--- config.mk ---
export PLATFORM = sky130hd
export DESIGN_NAME = r2fa_front
export DESIGN_NICKNAME = d
export VERILOG_FILES = /design/src/r2fa_pkg.sv /design/src/r2fa_front.sv
export SDC_FILE = /design/constraint.sdc
export NUM_CORES = 2
export LEC_CHECK = 0
export BUFFER_PORTS_ARGS = -buffer_cell sky130_fd_sc_hd__buf_2
export CORE_UTILIZATION = 50
export DETAILED_ROUTE_END_ITERATION = 8
export PLACE_DENSITY = 0.73
export SLEW_MARGIN = 20
export SYNTH_ARGS = -nofsm -noshare
export SYNTH_HDL_FRONTEND = slang
export SYNTH_SLANG_ARGS = --single-unit
export TNS_END_PERCENT = 1
--- constraint.sdc ---
create_clock -name i_clk -period 9.02 [get_ports i_clk]
set_clock_uncertainty 0.2 [all_clocks]
set_input_delay 0.451 -clock i_clk [delete_from_list [all_inputs] [get_ports i_clk]]
set_output_delay 0.451 -clock i_clk [all_outputs]
set_load 0.01 [all_outputs]
--- src/r2fa_pkg.sv ---
// Shared types and constants for the R2 factor accumulator.
`timescale 1ns / 1ps
package r2fa_pkg;
    localparam int MAX_POINTS  = 4096;
    localparam int SAMPLE_BITS = 16;
    localparam int CNT_W  = $clog2(MAX_POINTS + 1);
    localparam int SQ_W   = 2 * SAMPLE_BITS + CNT_W - 1;
    localparam int ST_W   = SAMPLE_BITS + CNT_W - 1;
    localparam int W      = 128;
    localparam int R_W    = 20;
    localparam logic [R_W-1:0] R_MAX = {R_W{1'b1}};

    localparam logic [1:0] ST_OK       = 2'd0;
    localparam logic [1:0] ST_EXP_ZERO = 2'd1;
    localparam logic [1:0] ST_DEN_ZERO = 2'd2;

    typedef struct packed {
        logic [15:0] exp_intensity;
        logic [15:0] theory_intensity;
        logic        last_point;
    } t_in;

    typedef struct packed {
        logic [R_W-1:0] r_factor;
        logic [1:0]     status;
    } t_out;

    typedef struct packed {
        logic [SQ_W-1:0]  see;
        logic [SQ_W-1:0]  stt;
        logic [SQ_W-1:0]  ste;
        logic [ST_W-1:0]  st;
        logic [CNT_W-1:0] n;
    } t_sums;

    typedef enum logic [1:0] {
        OP_MUL  = 2'd0,
        OP_DIV  = 2'd1,
        OP_SQRT = 2'd2
    } t_op;

    typedef struct packed {
        logic start;
        t_op  op;
    } t_iter_req;
endpackage

--- src/r2fa_front.sv ---
// Front end: accumulates sample pairs, hands off a sum snapshot per curve.
`timescale 1ns / 1ps
module r2fa_front (
    input  logic                 i_clk,
    input  logic                 i_rst_n,
    input  logic                 i_accept,
    input  r2fa_pkg::t_in        i_item,
    output logic                 o_push,
    output r2fa_pkg::t_sums      o_sums
);
    localparam int SAMPLE_W = r2fa_pkg::SAMPLE_BITS;
    r2fa_pkg::t_sums r_sums, n_sums;
    logic [SAMPLE_W-1:0] w_e, w_t;
    logic [2*SAMPLE_W-1:0] w_ee, w_tt, w_te;

    assign w_e = i_item.exp_intensity[SAMPLE_W-1:0];
    assign w_t = i_item.theory_intensity[SAMPLE_W-1:0];
    assign w_ee = w_e * w_e;
    assign w_tt = w_t * w_t;
    assign w_te = w_t * w_e;

    always_comb begin
        n_sums = r_sums;
        if (r_sums.n < r2fa_pkg::CNT_W'(r2fa_pkg::MAX_POINTS)) begin
            n_sums.see = r_sums.see + r2fa_pkg::SQ_W'(w_ee);
            n_sums.stt = r_sums.stt + r2fa_pkg::SQ_W'(w_tt);
            n_sums.ste = r_sums.ste + r2fa_pkg::SQ_W'(w_te);
            n_sums.st  = r_sums.st + r2fa_pkg::ST_W'(w_t);
            n_sums.n   = r_sums.n + 1'b1;
        end
    end

    assign o_push = i_accept && i_item.last_point;
    assign o_sums = n_sums;

    always_ff @(posedge i_clk) begin
        if (!i_rst_n || o_push) begin
            r_sums <= '0;
        end else if (i_accept) begin
            r_sums <= n_sums;
        end
    end
endmodule

==> results by group <==
Placement
  • Placed cell count: 5442
  • RePlAce Congestion: between 0.9 and 1
  • Post-detail-place hpwl: 73100 um
  • Post-Place Worst Slack: 0.931 ns
  • Port Buffers: 209

Floorplan
  • Rows: 98
  • Core area: 71900 um2
  • Die Height: 272 um
  • Die width: 272 um
  • Ports: 210
  • Initial core utilization: 0.507
  • Die area: roughly 74000 um2

Global route
  • Initial antenna violation count: 4
  • All-Layer GR Usage: 0.267
  • Largest net degree at the start of global routing: 88
  • Global-route wire length before repair: 156000 um
  • Grt ovf: 0
  • Vias in the first global route: 30100

Timing
  • RSZ-0062 raised after global routing: false
  • Setup violations, final: 0
  • Fmax: 122 MHz
  • Worst-Margin Slew: 0.983 ns
  • Slew headroom: 0.328
  • Setup TNS Final: 0 ns
  • Fin. Hold Viols: 0
  • Final Cycle Share: 0.911
  • Minimum clock period: 8.22 ns
  • Slew Limit Fails: 0
  • Post-layout worst setup margin: 0.800 ns

Logic synthesis
  • Post-synthesis register bit count: 173
  • YS warnings: 0
  • Ys async rst share: 0
  • Cell Area, Synth: 36400 um2
  • Post-Synthesis Mean Instance Area: roughly 8 um2
  • Post-synth net total: 5446
  • Ys flop type: dfxtp_1
  • Post-synthesis cell type count: 71
  • Synth Instances: ~4500
  • Post-synth EDFFs: 0
  • Sequential element share of the synthesized area: 0.0950

Cells and area
  • Most common cell after layout, fill and taps aside: inv_1
  • Top flop regs: r_sums x173
  • Area delta synth->final: 6.47%
  • Most flops, register: r_sums
  • Layout cell share with drive strength beyond 1: 0.0738
  • Most frequent cells in the layout: inv_1, fa_1, nand2_1, ha_1, nor2_1
  • Antenna Cells: 0
  • Max FFs per register: approximately 170
  • Nets: 5505
  • Finished Layout Cells: 5474
  • Final Util: 0.540

Clocking
  • CTS resizes: 0
  • Clk buf depth: 2
  • CTS Sinks: between 150 and 200
  • CTS tree: yes
  • Post CTS Setup Buffer Count: 0
  • H-tree depth: 4
  • CTS buffer count: 17
  • Cts hold-fix bufs: 0
  • Root buf cell: clkbuf_16
  • Worst-Skew Late Latency: 0.52 ns
  • Clock slew at reported path FFs: 0.08 ns

Routing
  • Initial DRC count: ~1800
  • Post-route DRC: 0
  • Antenna-violating nets left: 0
  • Via-to-Cell Ratio: 5.37
  • Routed wire length: 94200 um
  • Detailed Routing Iterations Pass 1: 5
  • Drt wl/cell: about 17 um
  • Vias: 29400

Worst setup path
  • Crit path arrival time: 7.57 ns
  • Critical path launch point type: input pin
  • Setup crit end kind: output pin
  • Worst-path fanout max: 21
  • CP required: approximately 8.4 ns
  • Crit path kind: input pin to output pin

Flow run
  • # Max-Cap Violations: 0

Status
  • Status: complete, no violations

Hold path
  • HP Class: register to register
## metal layers
layer  global-route usage  share of wire  vias up  wire (um)
met5                    0        0.00023        -         22
met2                0.442           0.47      946      44400
li1                     -              -    13800          -
met1                0.345           0.42    14500      39500
met3               0.0590          0.081      154       7590
met4               0.0880          0.030        4       2780
## Yosys cell counts, drive strengths merged, types with 15 or more instances
master / number / area [um2]
o21ai: 182 / 915
clkbuf: 194 / 728
nor3: 49 / 245
or4: 19 / 143
a21oi: 148 / 741
mux2i: 47 / 470
fa: 609 / 12200
xor2: 106 / 928
and3: 23 / 144
o21a: 26 / 195
nor2b: 17 / 106
a211oi: 25 / 188
nand4: 35 / 219
dfxtp: 173 / 3460
nand3: 64 / 320
and2: 207 / 1300
buf: 15 / 61.3
nor2: 241 / 905
o31ai: 19 / 143
nand2: 521 / 1960
xnor2: 82 / 718
o211ai: 18 / 135
or3: 16 / 100
nand2b: 17 / 106
a21o: 66 / 495
ha: 349 / 4370
a31oi: 16 / 100
inv: 1037 / 3890
mux2: 24 / 270
## cell families (layout without fill, tap and decap cells)
group                    Yosys count  count (layout)  share of synthesized area
AO/OA/AOI/OAI                    565             565                     0.0961
XOR/XNOR                         188             188                     0.0452
adder cells (fa/ha/maj)          958             958                      0.454
buffers and inverters           1247            1319                      0.129
flip-flops                       173             173                     0.0950
multiplexers                      71              71                     0.0203
AND/OR/NAND/NOR                 1250            1250                      0.160
## worst max-delay path, stage by stage
cell and delay [ns]:
buf_2 0.28, buf_4 0.35, nand2_1 0.14, fa_1 0.54, inv_1 0.06, fa_1 0.54, inv_1 0.05, fa_1 0.48
inv_1 0.05, fa_1 0.46, fa_1 0.49, inv_1 0.05, fa_1 0.47, inv_1 0.04, ha_1 0.44, nand2_1 0.13
o21ai_0 0.55, nor4_1 0.27, nor4_1 0.71, nand4_1 0.19, buf_4 0.22, a211oi_1 0.27, xor2_1 0.21, buf_2 0.16
## path summary, 6_finish.rpt
kind,startpoint,end,slack [ns],depth (start not counted)
worst max-delay path,i_item[14],o_sums[125],0.80,24
worst min-delay path,r_sums[122],r_sums[122],0.29,2
worst max register to register,r_sums[139],r_sums[169],3.14,18
worst min register to register,r_sums[122],r_sums[122],0.29,2
## metrics by stage
step	instance area [um2]	hold slack, ns
2_1_floorplan	36400	0.252
3_3_place_gp	38200	0.258
3_5_place_dp	38200	0.278
4_1_cts	38800	0.274
5_1_grt	38800	0.315
6_report	38800	0.286
## final cells by class
cell class | count | area (um2)
Timing Repair Buffer | 249 | 1350
Inverter | 1038 | 3900
Fill cell | 6696 | 33100
Sequential cell | 173 | 3470
Clock buffer | 19 | 433
Clock inverter | 13 | 149
Tap cell | 950 | 1190
Multi-Input combinational cell | 3032 | 28300
Power is not shown: default switching activity piles up to over one toggle a cycle in this logic, so the estimate is an artifact.
