==> src/r2fa_pkg.sv <==
// Shared types and constants for the R2 factor accumulator.
`timescale 1ns / 1ps
package r2fa_pkg;
    localparam int MAX_POINTS  = 4096;
    localparam int SAMPLE_BITS = 16;
    localparam int CNT_W  = $clog2(MAX_POINTS + 1);
    localparam int SQ_W   = 2 * SAMPLE_BITS + CNT_W - 1;
    localparam int ST_W   = SAMPLE_BITS + CNT_W - 1;
    localparam int W      = 128;
    localparam int R_W    = 20;
    localparam logic [R_W-1:0] R_MAX = {R_W{1'b1}};

    localparam logic [1:0] ST_OK       = 2'd0;
    localparam logic [1:0] ST_EXP_ZERO = 2'd1;
    localparam logic [1:0] ST_DEN_ZERO = 2'd2;

    typedef struct packed {
        logic [15:0] exp_intensity;
        logic [15:0] theory_intensity;
        logic        last_point;
    } t_in;

    typedef struct packed {
        logic [R_W-1:0] r_factor;
        logic [1:0]     status;
    } t_out;

    typedef struct packed {
        logic [SQ_W-1:0]  see;
        logic [SQ_W-1:0]  stt;
        logic [SQ_W-1:0]  ste;
        logic [ST_W-1:0]  st;
        logic [CNT_W-1:0] n;
    } t_sums;

    typedef enum logic [1:0] {
        OP_MUL  = 2'd0,
        OP_DIV  = 2'd1,
        OP_SQRT = 2'd2
    } t_op;

    typedef struct packed {
        logic start;
        t_op  op;
    } t_iter_req;
endpackage

==> src/r2fa_queue.sv <==
// Two-entry queue of per-curve sum snapshots between front and back.
`timescale 1ns / 1ps
module r2fa_queue (
    input  logic            i_clk,
    input  logic            i_rst_n,
    input  logic            i_push,
    input  r2fa_pkg::t_sums i_data,
    input  logic            i_pop,
    output logic            o_full,
    output logic            o_empty,
    output r2fa_pkg::t_sums o_data
);
    r2fa_pkg::t_sums r_mem [2];
    logic       r_wptr, r_rptr;
    logic [1:0] r_cnt;

    assign o_full  = (r_cnt == 2'd2);
    assign o_empty = (r_cnt == 2'd0);
    assign o_data  = r_mem[r_rptr];

    always_ff @(posedge i_clk) begin
        if (i_push) begin
            r_mem[r_wptr] <= i_data;
        end
    end

    always_ff @(posedge i_clk) begin
        if (!i_rst_n) begin
            r_wptr <= 1'b0;
            r_rptr <= 1'b0;
            r_cnt  <= 2'd0;
        end else begin
            if (i_push) begin
                r_wptr <= ~r_wptr;
            end
            if (i_pop) begin
                r_rptr <= ~r_rptr;
            end
            r_cnt <= r_cnt + {1'b0, i_push} - {1'b0, i_pop};
        end
    end
endmodule

==> config.mk <==
export PLATFORM = sky130hd
export DESIGN_NAME = r2fa_queue
export DESIGN_NICKNAME = d
export VERILOG_FILES = /design/src/r2fa_pkg.sv /design/src/r2fa_queue.sv
export SDC_FILE = /design/constraint.sdc
export NUM_CORES = 1
export LEC_CHECK = 0
export BUFFER_PORTS_ARGS = -buffer_cell sky130_fd_sc_hd__buf_2
export CORE_ASPECT_RATIO = 1.5
export CORE_MARGIN = 5
export CORE_UTILIZATION = 40
export DETAILED_ROUTE_END_ITERATION = 16
export GPL_TIMING_DRIVEN = 0
export PLACE_DENSITY = 0.74
export SYNTH_ARGS = -nofsm -noshare
export SYNTH_HDL_FRONTEND = slang
export SYNTH_SLANG_ARGS = --single-unit
==> constraint.sdc <==
create_clock -name i_clk -period 9.7 [get_ports i_clk]
set_clock_uncertainty 0.2 [all_clocks]
set_input_delay 0.485 -clock i_clk [delete_from_list [all_inputs] [get_ports i_clk]]
set_output_delay 0.485 -clock i_clk [all_outputs]
set_load 0.02 [all_outputs]
==> results of run 1 <==
worst max path at each step:
stage | start | end | cells past startpoint | slack (ps)
2_1_floorplan | i_push | r_mem[0][0] | 1 | 790
3_3_place_gp | i_push | r_wptr | 3 | -4040
3_5_place_dp | i_push | r_mem[0][169] | 5 | 7290
4_1_cts | flip-flop | o_data[130] | 4 | 7120
5_1_grt | flip-flop | o_data[130] | 4 | 7090
6_report | flip-flop | o_data[130] | 4 | 7160
layer usage:
metal,wire [um],vias to the layer above
met2,16900,270
met1,10750,3645
li1,-,3378
met3,1743,84
met4,1473,0
met5,0,-
what timing repair did:
| item | 4_1_cts | 5_1_grt |
|---|---|---|
| endpoints found under the hold margin | 346 | 0 |
| resized for setup | 0 | 0 |
| hold buffers | 173 | 0 |
per-stage QoR:
stage	setup WS (ps)	TNS (ps)	hold WS (ps)	total power [mW]
2_1_floorplan	785.1	0	354.6	2.081
3_3_place_gp	-4043	-693970	366.0	2.251
3_5_place_dp	7289	0	371.3	2.245
4_1_cts	7118	0	18.69	3.587
5_1_grt	7085	0	35.23	3.688
6_report	7163	0	45.50	3.552
power breakdown:
group / internal [mW] / total (mW) / switching [mW]
Clock: 0.748 / 1.28 / 0.531
Sequential: 1.75 / 1.77 / 0.0189
Combinational: 0.229 / 0.500 / 0.271
registers in the layout, indices dropped and copies added (netlist names), named ones only:
register / count
r_mem: 346
r_cnt: 2
r_rptr: 1
r_wptr: 1
worst max-delay path, delay by kind of cell, from the launching register on:
family / cells / cell delay (ps)
buffers and inverters: 3 / 610
multiplexers: 1 / 380
flip-flops: 1 / 360
cell type report:
cell class | instances | area [sq um] | area share, %
antenna | 3 | 7.507 | 0.04145
buffer | 19 | 251.5 | 1.389
clock buffer | 47 | 963.4 | 5.320
clock inverter | 13 | 111.4 | 0.6149
inverter | 2 | 7.507 | 0.04145
multi-input combinational | 187 | 2076 | 11.46
sequential | 351 | 10490 | 57.92
tap | 410 | 513.0 | 2.832
timing repair buffer | 533 | 3691 | 20.38
kinds of logic after synthesis:
group / after synthesis / share of synthesized area, %
adder cells (fa/ha/maj): 2 / 0.1952
AND/OR/NAND/NOR: 9 / 0.4197
multiplexers: 173 / 15.20
buffers and inverters: 21 / 2.021
AO/OA/AOI/OAI: 1 / 0.05860
flip-flops: 351 / 81.86
XOR/XNOR: 2 / 0.2441
synth_stat cells (all sizes together):
cell / number / area (sq um)
edfxtp: 346 / 10390
mux2: 173 / 1948
clkbuf: 15 / 206.5
dfxtp: 5 / 100.1
and2: 4 / 25.02
buf: 4 / 45.04
nor2b: 4 / 25.02
ha: 2 / 25.02
inv: 2 / 7.510
nor2: 1 / 3.750
o21a: 1 / 7.510
xnor3: 1 / 22.52
xor2: 1 / 8.760
==> results.yml, run 1 <==
power_and_ir_drop:
  powerDensity_nw_per_um2: 196.1
  leakage_nw: 6.856
  vdd_drop_max_mv: 0.1515
place:
  place_area_sq_um: 15300
  hpwl_um: 20070
  place.gp.congestion: 0.7782
  io_buffers: 351
  dp.cells: 1329
floorplanning:
  core_area_sq_um: 31730
  initial_core_util_pct: 40.39
  die_w_um: 156.1
  pin_count: 352
  die_h_um: 229.2
  dieArea_sq_um: 35790
  rows: 80
sta:
  rsz0062_at_grt: "false"
  hold_viol: 0
  fin_crit_sh_pct: 26.16
  fin_crit_ps: 2537
  slew_viol_final: 0
  fmax_ghz: 0.3941
  max_slew.worst_pin.slew_ps: 577.2
  max-slew-margin-rel_pct: 61.44
  setup_viol: 0
layout:
  final_common_cell: "buf_2"
  utilization_pct: 57.08
  instances_no_fill: 1565
  layout-drive-gt1-share_pct: 51.91
  nets: 1307
  design_area_sq_um: 18110
  layout_common_cells: "buf_2 (351), edfxtp_1 (346), mux2_2 (173), dlygate4sd3_1 (173), clkbuf_16 (37)"
  n_fill_cell: 2347
  syn2layout_area_growth_pct: 41.33
cts:
  ctsLongestPathBuffers: 3
  cts_max_level: 2
  cts_tree: "built"
  worstSkewPairLatency_ps: 500
  cts_setup_buffers: 0
  cts_root_buf: "clkbuf_16"
  cts_sinks: 351
  cts-buffers-inserted: 34
  clk_pin_slew_ps: 60
min_path:
  hp-start: "i_rst_n"
  hold_path_depth: 2
  min_to: "r_wptr"
  worstHoldPathType: "in -> reg"
worst_setup_path:
  rrSetupSlack_ps: 7610
  startpoint_type: "flip-flop"
  max_stage_delay_ps: 380
  cp_slowest_cell: "mux2_2"
  crit_required_ps: 9020
  worstReg2RegStart: "r_wptr"
  critical_path_arrival_ps: 1850
  critPathCaptureType: "output port"
  path_max_fanout: 10
  crit_type: "reg -> out"
  ff2ff_path_depth: 3
  crit_chain: "buf_6, clkbuf_8, mux2_2, buf_2"
  r2r_end: "r_mem[1][125]"
run:
  cap_violations: 0
detailed_routing:
  final_antenna_net_count: 0
  route.vias.total: 7377
  wl_um: 30870
  drt-vias-per-instance: 4.714
  dr.pass1.iters: 4
  wl_per_cell_um: 19.72
  drc: 0
  drt_first_iter_violations: 289
global_routing:
  grt_busiest_layer: "met2"
  grt_use_met2_pct: 31.37
  grt_pass1_wl_um: 46470
  grt_usage_pct: 16.88
  grt_antenna_before_repair: 3
  grtUsageMet3_pct: 3.758
  overflow: 0
  grt_max_degree: 58
  grt_pass1_vias: 8241
  grt_use_met1_pct: 17.73
status:
  status: "complete, no violations"
yosys:
  syn_inst: 559
  syn_nets: 738
  synth_warnings: 0
  syn_area_per_cell_sq_um: 22.92
  synthDistinctLibCells: 13
  syn_area_sq_um: 12810
  ys_ff_latch: 351
  ys_seq_area_share_pct: 81.86
Note: power is estimated with default switching activity, not from simulation.
==> run 2: changes to the inputs <==
- PLACE_DENSITY: 0.74 -> 0.76
- clock period: 9.7 -> 2.3 ns (I/O delays scaled with it)
==> results.yml, run 2 (same netlist as run 1, synthesis figures left out) <==
status:
  status: "complete, no violations"
detailed_routing:
  route.vias.total: 7328
  drt-vias-per-instance: 4.670
  final_antenna_net_count: 0
  drc: 0
  dr.pass1.iters: 4
  wl_per_cell_um: 20.15
  drt_first_iter_violations: 301
  wl_um: 31620
cts:
  cts_max_level: 1
  cts-buffers-inserted: 31
  cts_root_buf: "clkbuf_16"
  cts_setup_buffers: 0
  clk_pin_slew_ps: 70
  cts_tree: "built"
  worstSkewPairLatency_ps: 570
  cts_sinks: 351
  ctsLongestPathBuffers: 3
worst_setup_path:
  rrSetupSlack_ps: 250
  worstReg2RegStart: "r_wptr"
  ff2ff_path_depth: 3
  path_max_fanout: 10
  crit_required_ps: 1990
  crit_end: "o_data[120]"
  critical_path_arrival_ps: 1880
  startpoint_type: "flip-flop"
  critPathCaptureType: "output port"
  crit_type: "reg -> out"
  r2r_end: "r_mem[1][60]"
global_routing:
  grt_pass1_vias: 8248
  grt_max_degree: 66
  grt_pass1_wl_um: 47240
  grt_antenna_before_repair: 6
  overflow: 0
  grt_usage_pct: 17.10
place:
  hpwl_um: 20080
  dp.cells: 1328
  place.gp.congestion: 0.7701
  io_buffers: 351
  pre_cts_slack_ps: -68.28
floorplanning:
  core_area_sq_um: 31730
  dieArea_sq_um: 35790
  die_w_um: 156.1
  initial_core_util_pct: 40.39
  die_h_um: 229.2
  rows: 80
  pin_count: 352
sta:
  hold_viol: 0
  setup_viol: 0
  max_slew.worst_pin.slew_ps: 693.4
  fin_crit_ps: 2195
  fin_crit_sh_pct: 95.45
  rsz0062_at_grt: "false"
  fin_ws_ps: 104.6
  max-slew-margin-rel_pct: 53.77
  fmax_ghz: 0.4555
  slew_viol_final: 0
power_and_ir_drop:
  powerDensity_nw_per_um2: 812.7
  vdd_drop_max_mv: 0.7113
  leakage_nw: 6.841
layout:
  instances_no_fill: 1569
  syn2layout_area_growth_pct: 41.08
  final_common_cell: "buf_2"
  largest_register: "r_mem"
  layout-drive-gt1-share_pct: 52.29
  layout_common_cells: "buf_2 (351), edfxtp_1 (346), dlygate4sd3_1 (177)"
  largestRegisters: "r_mem x346, r_cnt x2"
  largest_register_ffs: 346
  nets: 1309
min_path:
  worstHoldPathType: "in -> reg"
run:
  cap_violations: 0
-- run 2: cell type report --
class                           count  area, sq um
Antenna cell                        4        10.01
Buffer                             19        264.0
Clock buffer                       34        787.0
Clock inverter                     24        210.2
Fill cell                        2318        13650
Inverter                            2        7.507
Multi-Input combinational cell    189         2091
Sequential cell                   351        10490
Tap cell                          410        513.0
Timing Repair Buffer              536         3704
-- run 2: metal layers --
metal  global-route usage [%]  part of all wire, %  vias to the layer above
met1                    18.45                   35                     3629
met3                    3.343                  5.4                       78
met5                        0                0.089                        -
met4                    7.680                  4.1                        6
li1                         -                    -                     3374
met2                    31.84                   55                      241
-- run 2: worst min-delay path by stage --
stage	to	depth (start not counted)	start	slack (ps)
after floorplan	r_mem[0][0]	0	i_data[0]	10
after global placement	r_mem[0][92]	1	i_data[92]	100
after detailed placement	r_mem[1][64]	1	i_data[64]	110
after CTS	r_mem[0][55]	2	i_data[55]	20
after global routing	r_mem[0][94]	2	i_data[94]	30
final	r_mem[0][94]	2	i_data[94]	60
-- run 2: per-stage QoR --
step | total power, mW | hold WS, ps | setup TNS [ps] | utilization (%) | cell area, sq um
6_report | 14.69 | 64.12 | 0 | 56.98 | 18080
5_1_grt | 15.26 | 33.43 | 0 | 56.97 | 18080
4_1_cts | 14.80 | 21.83 | 0 | 56.88 | 18050
3_5_place_dp | 9.460 | 106.1 | -3907 | 48.13 | 15270
3_3_place_gp | 9.406 | 101.7 | -799520 | 47.57 | 15090
2_1_floorplan | 8.728 | 13.87 | -352690 | - | 12820
-- run 2: power by group --
part	leakage [nW]	total [mW]	internal, mW	switching (mW)
Clock	0.492	5.10	2.82	2.28
Sequential	3.29	7.48	7.40	0.0830
Combinational	3.06	2.12	0.972	1.14
-- run 2: critical path: stages, from the launching register on --
cell and delay [ps]:
dfxtp_2 370, buf_8 170, clkbuf_8 220, mux2_2 370, buf_2 180
-- run 2: what timing repair did --
| action | in CTS | in global routing |
|---|---|---|
| cloned | 1 | 1 |
| gates resized for setup | 0 | 4 |
| hold buffers | 177 | 0 |
| pin swaps | 0 | 1 |
| setup endpoints to repair | 65 | 59 |
| hold endpoints to repair | 361 | 0 |
