**src/r2fa_pkg.sv**
```systemverilog
// Shared types and constants for the R2 factor accumulator.
`timescale 1ns / 1ps
package r2fa_pkg;
    localparam int MAX_POINTS  = 4096;
    localparam int SAMPLE_BITS = 16;
    localparam int CNT_W  = $clog2(MAX_POINTS + 1);
    localparam int SQ_W   = 2 * SAMPLE_BITS + CNT_W - 1;
    localparam int ST_W   = SAMPLE_BITS + CNT_W - 1;
    localparam int W      = 128;
    localparam int R_W    = 20;
    localparam logic [R_W-1:0] R_MAX = {R_W{1'b1}};

    localparam logic [1:0] ST_OK       = 2'd0;
    localparam logic [1:0] ST_EXP_ZERO = 2'd1;
    localparam logic [1:0] ST_DEN_ZERO = 2'd2;

    typedef struct packed {
        logic [15:0] exp_intensity;
        logic [15:0] theory_intensity;
        logic        last_point;
    } t_in;

    typedef struct packed {
        logic [R_W-1:0] r_factor;
        logic [1:0]     status;
    } t_out;

    typedef struct packed {
        logic [SQ_W-1:0]  see;
        logic [SQ_W-1:0]  stt;
        logic [SQ_W-1:0]  ste;
        logic [ST_W-1:0]  st;
        logic [CNT_W-1:0] n;
    } t_sums;

    typedef enum logic [1:0] {
        OP_MUL  = 2'd0,
        OP_DIV  = 2'd1,
        OP_SQRT = 2'd2
    } t_op;

    typedef struct packed {
        logic start;
        t_op  op;
    } t_iter_req;
endpackage

```
**src/r2fa_iter.sv**
```systemverilog
// Shared iterative unit: shift-add multiply, restoring divide, bitwise square root.
`timescale 1ns / 1ps
module r2fa_iter (
    input  logic                    i_clk,
    input  logic                    i_rst_n,
    input  r2fa_pkg::t_iter_req     i_req,
    input  logic [r2fa_pkg::W-1:0]  i_a,
    input  logic [r2fa_pkg::W-1:0]  i_b,
    output logic                    o_done,
    output logic [r2fa_pkg::W-1:0]  o_y
);
    localparam int W = r2fa_pkg::W;
    logic [W-1:0] r_x, r_y, r_z, n_x, n_y, n_z;
    logic [W-1:0] w_rs, w_t;
    logic [6:0]   r_cnt, n_cnt, w_last;
    logic         r_busy, n_busy, r_done, n_done, w_ge;
    r2fa_pkg::t_op r_op, n_op;

    assign w_rs = {r_z[W-2:0], r_x[W-1]};
    assign w_t  = r_y + r_z;
    assign w_last = (r_op == r2fa_pkg::OP_DIV) ? 7'd127 : 7'd63;

    always_comb begin
        n_x = r_x; n_y = r_y; n_z = r_z;
        n_cnt = r_cnt; n_busy = r_busy; n_op = r_op; n_done = 1'b0;
        w_ge = 1'b0;
        if (i_req.start) begin
            n_op = i_req.op;
            n_busy = 1'b1;
            n_cnt = '0;
            n_x = i_a;
            n_y = i_b;
            n_z = '0;
            if (i_req.op == r2fa_pkg::OP_SQRT) begin
                n_y = '0;
                n_z = W'(1) << (W - 2);
            end
        end else if (r_busy) begin
            case (r_op)
                r2fa_pkg::OP_MUL: begin
                    if (r_y[0]) begin
                        n_z = r_z + r_x;
                    end
                    n_x = r_x << 1;
                    n_y = r_y >> 1;
                end
                r2fa_pkg::OP_DIV: begin
                    // x holds the dividend, shifted out as quotient bits shift in
                    w_ge = (w_rs >= r_y);
                    n_z = w_ge ? (w_rs - r_y) : w_rs;
                    n_x = {r_x[W-2:0], w_ge};
                end
                r2fa_pkg::OP_SQRT: begin
                    // x: remainder, y: root, z: current bit
                    if (r_x >= w_t) begin
                        n_x = r_x - w_t;
                        n_y = (r_y >> 1) + r_z;
                    end else begin
                        n_y = r_y >> 1;
                    end
                    n_z = r_z >> 2;
                end
                default: begin
                    n_busy = 1'b0;
                end
            endcase
            n_cnt = r_cnt + 1'b1;
            if (r_cnt == w_last) begin
                n_busy = 1'b0;
                n_done = 1'b1;
            end
        end
    end

    always_ff @(posedge i_clk) begin
        r_x <= n_x; r_y <= n_y; r_z <= n_z;
        r_cnt <= n_cnt; r_op <= n_op;
        if (!i_rst_n) begin
            r_busy <= 1'b0;
            r_done <= 1'b0;
        end else begin
            r_busy <= n_busy;
            r_done <= n_done;
        end
    end

    assign o_done = r_done;
    always_comb begin
        case (r_op)
            r2fa_pkg::OP_MUL:  o_y = r_z;
            r2fa_pkg::OP_DIV:  o_y = r_x;
            r2fa_pkg::OP_SQRT: o_y = r_y;
            default:           o_y = '0;
        endcase
    end
endmodule

```
**src/r2fa_back.sv**
```systemverilog
// Back end: sequences the per-curve evaluation on the shared iterative unit.
`timescale 1ns / 1ps
module r2fa_back (
    input  logic            i_clk,
    input  logic            i_rst_n,
    input  logic            i_empty,
    input  r2fa_pkg::t_sums i_sums,
    output logic            o_pop,
    output logic            o_valid,
    output r2fa_pkg::t_out  o_res
);
    localparam int W = r2fa_pkg::W;
    localparam int SQ_W = r2fa_pkg::SQ_W;

    typedef enum logic [8:0] {
        S_IDLE = 9'b000000001,
        S_NST  = 9'b000000010,
        S_ST2  = 9'b000000100,
        S_Q1   = 9'b000001000,
        S_NQ   = 9'b000010000,
        S_PROD = 9'b000100000,
        S_NUMN = 9'b001000000,
        S_Q    = 9'b010000000,
        S_R    = 9'b100000000
    } t_state;

    t_state r_state, n_state;
    r2fa_pkg::t_sums r_s, n_s;
    logic [W-1:0] r_nst, n_nst, r_d, n_d, r_a, n_a, r_b, n_b, w_y, w_top;
    r2fa_pkg::t_iter_req r_req, n_req;
    logic r_valid, n_valid, w_done;
    r2fa_pkg::t_out r_res, n_res;

    r2fa_iter u_iter (
        .i_clk   (i_clk),
        .i_rst_n (i_rst_n),
        .i_req   (r_req),
        .i_a     (r_a),
        .i_b     (r_b),
        .o_done  (w_done),
        .o_y     (w_y)
    );

    assign w_top = {{(W - SQ_W - 32){1'b0}}, r_s.stt, 32'b0};
    assign o_pop = (r_state == S_IDLE) && !i_empty;

    always_comb begin
        n_state = r_state; n_s = r_s; n_nst = r_nst; n_d = r_d;
        n_a = r_a; n_b = r_b;
        n_req = '{start: 1'b0, op: r2fa_pkg::OP_MUL};
        n_valid = 1'b0;
        n_res = r_res;
        case (r_state)
            S_IDLE: begin
                if (!i_empty) begin
                    n_s = i_sums;
                    if (i_sums.see == '0) begin
                        n_valid = 1'b1;
                        n_res = '{r_factor: '0, status: r2fa_pkg::ST_EXP_ZERO};
                    end else begin
                        n_a = W'(i_sums.stt);
                        n_b = W'(i_sums.n);
                        n_req = '{start: 1'b1, op: r2fa_pkg::OP_MUL};
                        n_state = S_NST;
                    end
                end
            end
            S_NST: if (w_done) begin
                n_nst = w_y;
                n_a = W'(r_s.st);
                n_b = W'(r_s.st);
                n_req = '{start: 1'b1, op: r2fa_pkg::OP_MUL};
                n_state = S_ST2;
            end
            S_ST2: if (w_done) begin
                if (r_nst <= w_y) begin
                    n_valid = 1'b1;
                    n_res = '{r_factor: '0, status: r2fa_pkg::ST_DEN_ZERO};
                    n_state = S_IDLE;
                end else begin
                    n_d = r_nst - w_y;
                    n_a = {{(W - SQ_W - 64){1'b0}}, r_s.stt, 64'b0};
                    n_b = W'(r_s.see);
                    n_req = '{start: 1'b1, op: r2fa_pkg::OP_DIV};
                    n_state = S_Q1;
                end
            end
            S_Q1: if (w_done) begin
                n_a = w_y;
                n_req = '{start: 1'b1, op: r2fa_pkg::OP_SQRT};
                n_state = S_NQ;
            end
            S_NQ: if (w_done) begin
                n_a = W'(r_s.ste);
                n_b = {64'b0, w_y[63:0]};
                n_req = '{start: 1'b1, op: r2fa_pkg::OP_MUL};
                n_state = S_PROD;
            end
            S_PROD: if (w_done) begin
                if (w_y >= w_top) begin
                    // negative numerator clamps to zero
                    n_valid = 1'b1;
                    n_res = '{r_factor: '0, status: r2fa_pkg::ST_OK};
                    n_state = S_IDLE;
                end else begin
                    n_a = (w_top - w_y) << 1;
                    n_b = W'(r_s.n);
                    n_req = '{start: 1'b1, op: r2fa_pkg::OP_MUL};
                    n_state = S_NUMN;
                end
            end
            S_NUMN: if (w_done) begin
                n_a = w_y;
                n_b = r_d;
                n_req = '{start: 1'b1, op: r2fa_pkg::OP_DIV};
                n_state = S_Q;
            end
            S_Q: if (w_done) begin
                n_a = w_y;
                n_req = '{start: 1'b1, op: r2fa_pkg::OP_SQRT};
                n_state = S_R;
            end
            S_R: if (w_done) begin
                n_valid = 1'b1;
                n_res.status = r2fa_pkg::ST_OK;
                n_res.r_factor = (w_y > W'(r2fa_pkg::R_MAX)) ? r2fa_pkg::R_MAX
                                 : w_y[r2fa_pkg::R_W-1:0];
                n_state = S_IDLE;
            end
            default: n_state = S_IDLE;
        endcase
    end

    always_ff @(posedge i_clk) begin
        r_s <= n_s; r_nst <= n_nst; r_d <= n_d;
        r_a <= n_a; r_b <= n_b; r_res <= n_res;
        if (!i_rst_n) begin
            r_state <= S_IDLE;
            r_req   <= '{start: 1'b0, op: r2fa_pkg::OP_MUL};
            r_valid <= 1'b0;
        end else begin
            r_state <= n_state;
            r_req   <= n_req;
            r_valid <= n_valid;
        end
    end

    assign o_valid = r_valid;
    assign o_res   = r_res;
endmodule

```
**config.mk**
```make
export PLATFORM = sky130hd
export DESIGN_NAME = r2fa_back
export DESIGN_NICKNAME = d
export VERILOG_FILES = /design/src/r2fa_pkg.sv /design/src/r2fa_iter.sv /design/src/r2fa_back.sv
export SDC_FILE = /design/constraint.sdc
export NUM_CORES = 2
export LEC_CHECK = 0
export BUFFER_PORTS_ARGS = -buffer_cell sky130_fd_sc_hd__buf_4
export CAP_MARGIN = 20
export CORE_MARGIN = 5
export CORE_UTILIZATION = 40
export DETAILED_ROUTE_END_ITERATION = 6
export PLACE_DENSITY = 0.51
export SYNTH_ARGS = -nofsm -noshare
export SYNTH_HDL_FRONTEND = slang
export SYNTH_SLANG_ARGS = --single-unit
export TNS_END_PERCENT = 100
```
**constraint.sdc**
```tcl
create_clock -name i_clk -period 34.5 [get_ports i_clk]
set_clock_uncertainty 0.2 [all_clocks]
set_input_delay 6.9 -clock i_clk [delete_from_list [all_inputs] [get_ports i_clk]]
set_output_delay 6.9 -clock i_clk [all_outputs]
set_load 0.005 [all_outputs]
```
==> results.md <==
* Chip height at ~520 um
* Total GRT Usage at a little over a third
* Total wire length at approximately 500 mm
* Unique masters post-synth at 93
* Most frequent cell after synthesis: a21oi_1
* Vias/cell at 6.64
* Post-route cell area at about 110000 um^2
* Io pins at 200
* Synth area leaders: edfxtp_1 (32%), ha_1 (10%), a21oi_1 (7.2%), xnor2_1 (5.0%), o21ai_0 (4.3%)
* Mean Syn Cell Area at between 8 and 9 um^2
* Failing checks: DRC, slew limit
* Synthesized flop and latch total at between 1000 and 1500
* Sequential element share of the synthesized area at between 30% and 40%
* Max-Cap Viols at 0
* Starting DRT DRC Count at roughly 16000
* Yosys top cell area share at about a third
* Number of remaining DRC errors at 17
* Fill count at between 20000 and 30000
* Setup crit start kind: input port
* P&R area growth vs syn at 8.65%
* Tmin final at 14480 ps
* Routed len/inst at 32.6 um
* Core area at 257000 um^2
* RSZ-0062 raised after global routing: false
* Vias in the first global route at 94100
* Die ar. at approximately 270000 um^2
* Max_slew headroom at -6.27%
* Status: finished, violations left
* Crit share post-route at around two fifths
* Share of layout cells above drive strength 1 at 6.22%
* Initial antenna violation count at 33
* YS warnings at 0
* Cell taking the most area after synthesis: edfxtp_1
* Initial Util at roughly two fifths
* Hold Buf Count CTS at 0
* Cell area after synthesis at 103000 um^2
* CP Class: input port to output port
* DP HPWL at 414 mm
* TritonCTS clock tree: done
* Worst-Skew Late Latency at around 860 ps
* Mapped Cells at between 10000 and 15000
* Worst hold path class: flip-flop to flip-flop
* CTS buffer count at about 130
* Congestion Overflow GR at 0
* First-pass DRT Iterations at 7
* Largest net degree at the start of global routing at 175
* Max Fclk at a little under 70 MHz
* Final Setup Violations at 0
* Clock Path Buffers at 3
* Placer Congestion at 1.01
* Synth async-reset ratio at 0%
* Endpoints failing hold at 0
* Setup bufs post-CTS at 0
* Die width at between 500 and 600 um
* Crit path max fanout at 3
* Crit path DAT at about 7400 ps
* CP Data Required Time at around 27000 ps
* Most frequent cells after synthesis: a21oi_1 (1474), edfxtp_1 (1093), nand2_1 (986), nor2_1 (961), o21ai_0 (885)
* H-tree lvl count at 4
* Port buffer count at 199
* Clock transition at path regs at about 60 ps
* Cts repair resizes at 0
* Total clock sinks at between 1000 and 1500
* Crit end category: output port
* CTS root buf: clkbuf_16
* Nets at 13100
* Post-synth EDFFs at between 1000 and 1500
* Core Util, Final at a little over two fifths
* Via count at just over 100k
* Worst Tran Pin Value at around 1600 ps
* Placed Area at roughly 110000 um^2
* Top FF cell, synth: edfxtp_1
* Max-slew violation count at 15
* ANT nets after route at 0
* First-pass GRT wire length at approximately 700 mm
* Row cnt at ~190
* Syn_nets at 13400
* Fin Setup TNS at 0 ps
cell families (layout without fill, tap and decap cells):
family | after synthesis | count (layout) | share of synthesized area (%)
AOI/OAI and AO/OA | 4552 | 4552 | 28.4
muxes | 41 | 41 | 0.411
buffers and inverters | 1503 | 1362 | 5.54
adders and majority gates | 865 | 865 | 10.5
xor gates and xnor gates | 825 | 825 | 7.00
other | 0 | 13 | 0
and+or+nand+nor | 3418 | 3418 | 15.9
DFF | 1115 | 1115 | 32.2
per-layer routing:
layer / track usage, % / share of wire (%) / vias to the layer above
met2: 42.2 / 34 / 6253
met5: 0 / 0.014 / -
met3: 14.5 / 16 / 503
met1: 58.3 / 48 / 50900
li1: - / - / 45700
met4: 7.35 / 2.3 / 10
layout by cell type, fill, tap and decap left out, types with 90 or more instances in the layout:
| cell type | count |
|---|---|
| o31ai_1 | 97 |
| ha_1 | 855 |
| buf_4 | 396 |
| inv_1 | 706 |
| nor4_1 | 145 |
| xor2_1 | 237 |
| and2_1 | 108 |
| nand2_1 | 983 |
| a22oi_1 | 184 |
| o21ai_0 | 884 |
| o21a_1 | 108 |
| edfxtp_1 | 1093 |
| nor3_1 | 197 |
| a222oi_1 | 234 |
| nor2_1 | 955 |
| a31oi_1 | 131 |
| o21bai_1 | 259 |
| clkbuf_16 | 134 |
| a21oi_1 | 1473 |
| a21o_1 | 450 |
| xnor2_1 | 588 |
| nor2b_1 | 90 |
| nand4_1 | 353 |
| a221oi_1 | 123 |
| nand3_1 | 152 |
flip-flops by register name, indices dropped and copies added (netlist names), 7 cells and up:
register / count
u_iter.r_y: 128
r_a: 128
r_state: 9
u_iter.r_z: 128
r_nst: 128
r_b: 128
u_iter.r_x: 128
o_res: 22
r_d: 128
u_iter.r_cnt: 7
r_s: 173
metrics by stage:
stage | hold slack [ps] | instances | worst slack, ps
floorplan | 208 | 12300 | 13290
global placement | 237 | 15300 | 20010
detailed placement | 242 | 15300 | 20020
CTS | 252 | 15600 | 20010
global route | 273 | 15600 | 20010
finish | 244 | 15600 | 20020
critical path, cell delays in order:
cell,delay (ps)
buf_4,140
nor2_4,180
buf_4,160
worst paths after layout:
check / from / end / slack (ps) / cells past startpoint
worst max-delay path: i_empty / o_pop / 20020 / 3
worst min-delay path: r_req[0] / u_iter.r_op[0] / 240 / 0
worst max register to register: u_iter.r_z[1] / u_iter.r_x[126] / 23350 / 28
worst min register to register: r_req[0] / u_iter.r_op[0] / 240 / 0
final cells by class:
type	instances	area, um^2	share of cell area, %
Multi-Input combinational cell	9701	64400	57.5
Sequential cell	1115	33300	29.7
Tap cell	3384	4230	3.78
Clock buffer	160	3470	3.10
Timing Repair Buffer	401	3060	2.73
Inverter	724	2720	2.43
Clock inverter	77	896	0.799
Antenna cell	13	32.5	0.0290
Power is not shown: default switching activity piles up to over one toggle a cycle in this logic, so the estimate is an artifact.
